**config.mk**
```make
export PLATFORM = sky130hd
export DESIGN_NAME = rlpl_cell
export DESIGN_NICKNAME = d
export VERILOG_FILES = /design/src/hdl/rlpl_pkg.sv /design/src/hdl/rlpl_cell.sv
export SDC_FILE = /design/constraint.sdc
export NUM_CORES = 1
export LEC_CHECK = 0
export BUFFER_PORTS_ARGS = -buffer_cell sky130_fd_sc_hd__buf_2
export CORE_MARGIN = 2
export CORE_UTILIZATION = 45
export CTS_BUF_LIST = sky130_fd_sc_hd__clkbuf_4 sky130_fd_sc_hd__clkbuf_8
export CTS_CLUSTER_SIZE = 14
export DETAILED_ROUTE_END_ITERATION = 12
export PLACE_DENSITY_LB_ADDON = 0.2
export SYNTH_ARGS = -nofsm -noshare
export SYNTH_HDL_FRONTEND = slang
export SYNTH_SLANG_ARGS = --single-unit
export TNS_END_PERCENT = 1
```
**constraint.sdc**
```tcl
create_clock -name clk_i -period 2.45 [get_ports clk_i]
set_input_delay 0.3675 -clock clk_i [delete_from_list [all_inputs] [get_ports clk_i]]
set_output_delay 0.3675 -clock clk_i [all_outputs]
set_load 0.005 [all_outputs]
```
**src/hdl/rlpl_pkg.sv**
```systemverilog
`timescale 1ns / 1ps
// ----------------------------------------------------------------------------
// rlpl_pkg
// Shared constants and types of the route lookup unit: table depth, command
// codes, the write broadcast and the search token that walks the cell chain.
// ----------------------------------------------------------------------------
package rlpl_pkg;

  // table depth, one cell per route entry
  localparam int ROUTE_ENTRIES = 64;

  // width of the entry_index field
  localparam int ENTRY_IDX_W = 6;

  // bits needed to number every cell
  localparam int IDX_W = (ROUTE_ENTRIES > 1) ? $clog2(ROUTE_ENTRIES) : 1;

  // width used to compare a write slot against a cell number
  localparam int CELL_W = (IDX_W > ENTRY_IDX_W) ? IDX_W : ENTRY_IDX_W;

  // command codes
  localparam logic CMD_LOOKUP = 1'b0;
  localparam logic CMD_WRITE  = 1'b1;

  // write broadcast to all cells
  typedef struct packed {
    logic              vld;
    logic [CELL_W-1:0] idx;
    logic [31:0]       net;
    logic [31:0]       mask;
    logic [15:0]       metric;
    logic [7:0]        intf;
    logic              up;
  } wr_t;

  // search token payload, best route so far
  typedef struct packed {
    logic [31:0] addr;
    logic        have;
    logic [31:0] mask;
    logic [15:0] metric;
    logic [7:0]  intf;
  } srch_t;

endpackage

```
**src/hdl/rlpl_cell.sv**
```systemverilog
`timescale 1ns / 1ps
// ----------------------------------------------------------------------------
// rlpl_cell
// One route entry plus one stage of the search chain. The cell stores its
// entry on a matching write and updates the passing token when its entry is
// a better match than the best one seen so far.
// ----------------------------------------------------------------------------
module rlpl_cell (
  input  logic                         clk_i,
  input  logic                         rst_ni,
  input  logic [rlpl_pkg::CELL_W-1:0]  cell_idx_i,
  input  rlpl_pkg::wr_t                wr_i,
  input  logic                         tok_vld_i,
  input  rlpl_pkg::srch_t              tok_i,
  output logic                         tok_vld_o,
  output rlpl_pkg::srch_t              tok_o
);
  import rlpl_pkg::*;

  logic        valid_q;
  logic [31:0] net_q;
  logic [31:0] mask_q;
  logic [15:0] metric_q;
  logic [7:0]  intf_q;
  logic        wr_hit;
  logic        hit;
  logic        better;
  logic        tok_vld_q;
  srch_t       tok_d;
  srch_t       tok_q;

  assign wr_hit = wr_i.vld && (wr_i.idx == cell_idx_i);

  // entry valid bit
  always_ff @(posedge clk_i or negedge rst_ni) begin
    if (!rst_ni) begin
      valid_q <= 1'b0;
    end else if (wr_hit) begin
      valid_q <= wr_i.up;
    end
  end

  // entry payload, stored even when the entry is marked down
  always_ff @(posedge clk_i) begin
    if (wr_hit) begin
      net_q    <= wr_i.net;
      mask_q   <= wr_i.mask;
      metric_q <= wr_i.metric;
      intf_q   <= wr_i.intf;
    end
  end

  // match and preference: larger mask, then lower metric, earlier cell on ties
  assign hit    = valid_q && ((tok_i.addr & mask_q) == net_q);
  assign better = !tok_i.have || (mask_q > tok_i.mask) ||
                  ((mask_q == tok_i.mask) && (metric_q < tok_i.metric));

  always_comb begin
    tok_d = tok_i;
    if (hit && better) begin
      tok_d.have   = 1'b1;
      tok_d.mask   = mask_q;
      tok_d.metric = metric_q;
      tok_d.intf   = intf_q;
    end
  end

  // token stage toward the next cell
  always_ff @(posedge clk_i or negedge rst_ni) begin
    if (!rst_ni) begin
      tok_vld_q <= 1'b0;
    end else begin
      tok_vld_q <= tok_vld_i;
    end
  end

  always_ff @(posedge clk_i) begin
    tok_q <= tok_d;
  end

  assign tok_vld_o = tok_vld_q;
  assign tok_o     = tok_q;

endmodule

```
==> summary.md <==
Data arrives at the worst endpoint at 3.16 ns. The tools report the total power consumption of the routed design as 6.15 mW. Setup repair after global routing could not meet its margin everywhere. The critical path is of the flip-flop to flip-flop type. The most critical setup path has its startpoint at mask_q[4]. The area of the die came out at 0.0170 sq mm.

The worst setup path is captured at a flip-flop. Summing all flip-flop and latch instances after layout gives 0.00447 sq mm. After synthesis the netlist holds a flip-flop and latch count of 179. Of all nets on the critical path, the largest fanout is 10. The number of top-level pins was 284; the number of buffers created by CTS was 17.

The tools report the post-synthesis cell count as 499. The remaining number of nets flagged by the antenna check after routing is 0, and the vertical extent of the die is 130 um. The starting density of the core came out at 0.456. The run gives 0.212 as the overall fraction of global-route tracks in use.

The post-route fraction of the period consumed by the critical path is 1.15, and the deepest level of the CTS H-tree is 4. The worst stage delay on the critical path is 0.53 ns. The power density over cell area is 601 mW/mm^2, and the transition time of the tightest slew-check pin is 0.384 ns.

sky130_fd_sc_hd__edfxtp_1 takes more of the synthesized area than any other cell. The run gives 26600 um as the first-pass GRT wire length. TritonCTS built the clock tree.

The tools report the reg-to-reg startpoint as mask_q[4]. The cell depth of the worst flop-to-flop path was 9; the achievable clock frequency was 356 MHz. The non-filler instance count after layout is 1122, and the async set-or-reset flop fraction in the synthesized netlist is 0.0112. Pin count of the biggest net entering global routing: 51. The site row count is 46. Among all flip-flop cells after synthesis, the most frequent one is sky130_fd_sc_hd__dfxtp_1. The tools report the worst reg2reg path endpoint as tok_o[48]. The number of gates on the worst path with buffers counted is 9, and the count of flip-flops with a built-in enable after synthesis is 88.

The area growth from synthesis to final layout works out to 42.7%. After detailed placement, the design holds a cell count of 1055. For this design, the slowest cell found on the critical path is sky130_fd_sc_hd__or4_4.

The leakage power of the design is 4.74 nW, and the core area is 0.0157 sq mm. The signal on the critical path passes through buf_4, and3b_1, a2111oi_4, nand4b_1, or4_4, a311oi_4, buf_6, buf_12, mux2_4. The deepest clock path buffer count was 2.

After synthesis, the netlist uses 46 different library cells. The worst register-to-register path has a setup slack of -0.36 ns. The first TritonRoute pass finished after 4 iterations. The number of buffers added on ports was 283. The min-delay analysis places its worst path in the category input port to flip-flop.

Across the run, the number of max-cap violations was 0. Detailed placement ended at an HPWL of 14000 um. CTS saw 179 sinks. The count of warnings emitted by yosys was 0; the time the final worst path needs with I/O delays and setup was 2.81 ns.

The final setup skew is 0.0202 ns, and the leftover overflow at the end of global routing is 0. The run gives -0.359 ns as the minimum setup slack in the final design. The cell at the root of the clock tree is sky130_fd_sc_hd__clkbuf_8. Data on the critical path is required at its endpoint by 2.80 ns. The clock-pin slew on the worst setup and hold paths was 0.10 ns; the area occupied by multi-input gates was 0.00255 sq mm. At the end of routability-driven placement, the weighted congestion stood at 0.792. The sum of negative setup slack is -18.37 ns. The number of endpoints with negative hold slack in the final report was 0.

The flow ran to the end, but the final reports show violations. The number of buffers and inverters on the critical path is 3. Summing over every cut layer, the via total after detailed routing is 5288. The cell area that synthesis handed to floorplanning was 0.00717 sq mm.

The mean number of vias per cell is 4.71, and the number of DRC markers in iteration 0 is 193. The number of antenna violations at the first check in global routing came out at 0. The final reports fail on negative setup slack. The tools report the detailed-route wire length as 18000 um.

Counting every net in the synthesized netlist gives 740. The kind of cell with the highest combined delay along the critical path is simple AND/OR/NAND/NOR gates. The tools report the pre-CTS worst setup slack as -0.500 ns.

Worst setup path endpoint: tok_o[48]. The net count of the finished layout is 1134. The share of the synthesized area in the top cell type is 0.369.

The repair_antennas step left the layout with diodes totalling 0. Setup violations remaining at the end of the flow were counted as 56. Yosys attributes the largest share of cell area to sky130_fd_sc_hd__edfxtp_1 37%, sky130_fd_sc_hd__dfxtp_1 25%, sky130_fd_sc_hd__mux2_4 8.4%, sky130_fd_sc_hd__ha_1 8.2%, sky130_fd_sc_hd__xor2_1 2.7%. The final-report max-slew violation count was 0; the largest vdd supply drop was 0.000597 V.

The logs give 0.742 for the worst slew margin relative to its limit and 1229 for the number of filler instances in the final layout. The number of global-route vias before repair came out at 5523. The sequential share of the synthesized area was 0.624; the layout cell share with drive strength beyond 1 was 0.504. Kind of start point of the critical path: a flip-flop. The total DRC errors in the routed layout was 0; the wire length per cell was 16.1 um.

The average footprint of a synthesized cell works out to 14.4 sq um. The die is 130 um wide. The clock reaches the later pin of the worst-skew pair after 0.47 ns.
synthesized netlist by cell type (3+ instances only):
| library cell | number |
|---|---|
| sky130_fd_sc_hd__xnor2_1 | 3 |
| sky130_fd_sc_hd__nand3_1 | 5 |
| sky130_fd_sc_hd__ha_1 | 47 |
| sky130_fd_sc_hd__a211oi_1 | 4 |
| sky130_fd_sc_hd__mux2_4 | 40 |
| sky130_fd_sc_hd__mux2_2 | 17 |
| sky130_fd_sc_hd__nand2_1 | 33 |
| sky130_fd_sc_hd__nor2_1 | 6 |
| sky130_fd_sc_hd__inv_1 | 48 |
| sky130_fd_sc_hd__edfxtp_1 | 88 |
| sky130_fd_sc_hd__and3b_1 | 4 |
| sky130_fd_sc_hd__dfxtp_1 | 89 |
| sky130_fd_sc_hd__nand4_1 | 14 |
| sky130_fd_sc_hd__o21ai_0 | 8 |
| sky130_fd_sc_hd__xor2_1 | 22 |
| sky130_fd_sc_hd__and3_1 | 5 |
| sky130_fd_sc_hd__a21oi_1 | 21 |
| sky130_fd_sc_hd__buf_12 | 4 |
| sky130_fd_sc_hd__a21boi_0 | 4 |
timing repair:
action,in CTS,in global routing
buffers inserted,1,8
endpoints found under the hold margin,16,11
pin swaps,0,6
gates resized for setup,3,17
setup endpoints to repair,56,56
hold buffers,15,11
worst min path at each step:
stage                   start         to  slack, ns  cells after the start
CTS                 tok_i[79]  tok_o[79]     0.0004                      1
global placement       rst_ni  tok_vld_o       0.15                      1
floorplan              rst_ni  tok_vld_o       0.07                      0
finish              tok_i[63]  tok_o[63]       0.05                      1
global route        tok_i[58]  tok_o[58]      0.005                      1
detailed placement     rst_ni  tok_vld_o       0.16                      1
routing by layer:
layer / vias to the layer above / GRT usage / wire length [um]
li1: 2589 / - / -
met1: 2498 / 0.241 / 7160
met2: 180 / 0.379 / 9360
met3: 21 / 0.0685 / 1240
met4: 0 / 0.0670 / 272
met5: - / 0 / 0
layout make-up:
type                            instances  share of cell area
Sequential cell                       179               0.437
Timing Repair Buffer                  381               0.225
Clock buffer                           18              0.0236
Clock inverter                         14              0.0208
Tap cell                              216              0.0264
Inverter                               48              0.0176
Multi-Input combinational cell        266               0.249
cells in the final DEF, fill, tap and decap left out, types with 5 or more instances in the layout:
master	instances
sky130_fd_sc_hd__ha_1	43
sky130_fd_sc_hd__nor2_1	6
sky130_fd_sc_hd__o21ai_0	8
sky130_fd_sc_hd__clkbuf_8	17
sky130_fd_sc_hd__mux2_2	11
sky130_fd_sc_hd__buf_4	63
sky130_fd_sc_hd__nand3_1	5
sky130_fd_sc_hd__a21oi_1	21
sky130_fd_sc_hd__nand4_1	14
sky130_fd_sc_hd__buf_2	283
sky130_fd_sc_hd__mux2_4	46
sky130_fd_sc_hd__and3_1	5
sky130_fd_sc_hd__dlygate4sd3_1	26
sky130_fd_sc_hd__edfxtp_1	88
sky130_fd_sc_hd__nand2_1	33
sky130_fd_sc_hd__dfxtp_1	89
sky130_fd_sc_hd__xor2_1	22
sky130_fd_sc_hd__inv_1	48
sky130_fd_sc_hd__inv_6	7
sky130_fd_sc_hd__buf_12	6
power breakdown:
group          switching [mW]  internal (mW)
clock                    1.13           1.16
combinational           0.238          0.353
sequential             0.0329           3.23
sequential cells by signal (all words and copies together) (netlist names):
signal and count:
intf_q 8, mask_q 32, metric_q 16, net_q 32
tok_o 89, tok_vld_o 1, valid_q 1
cells by family (layout without fill, tap and decap cells):
family	Yosys count	after routing	synth area share
AO/OA/AOI/OAI	56	56	0.0532
XOR/XNOR	25	25	0.0305
adder cells (fa/ha/maj)	47	47	0.0820
buffers and inverters	54	461	0.0389
flip-flops	179	179	0.624
multiplexers	57	57	0.110
AND/OR/NAND/NOR	81	81	0.0606
through the flow:
| step | hold WS (ns) | utilization | area (sq um) |
|---|---|---|---|
| floorplan | 0.0719 | - | 7180 |
| global placement | 0.152 | 0.594 | 9330 |
| detailed placement | 0.160 | 0.594 | 9330 |
| CTS | 0.000384 | 0.633 | 9950 |
| global route | 0.00526 | 0.651 | 10200 |
| finish | 0.0475 | 0.651 | 10200 |
Power figures use the tool's default switching activity.
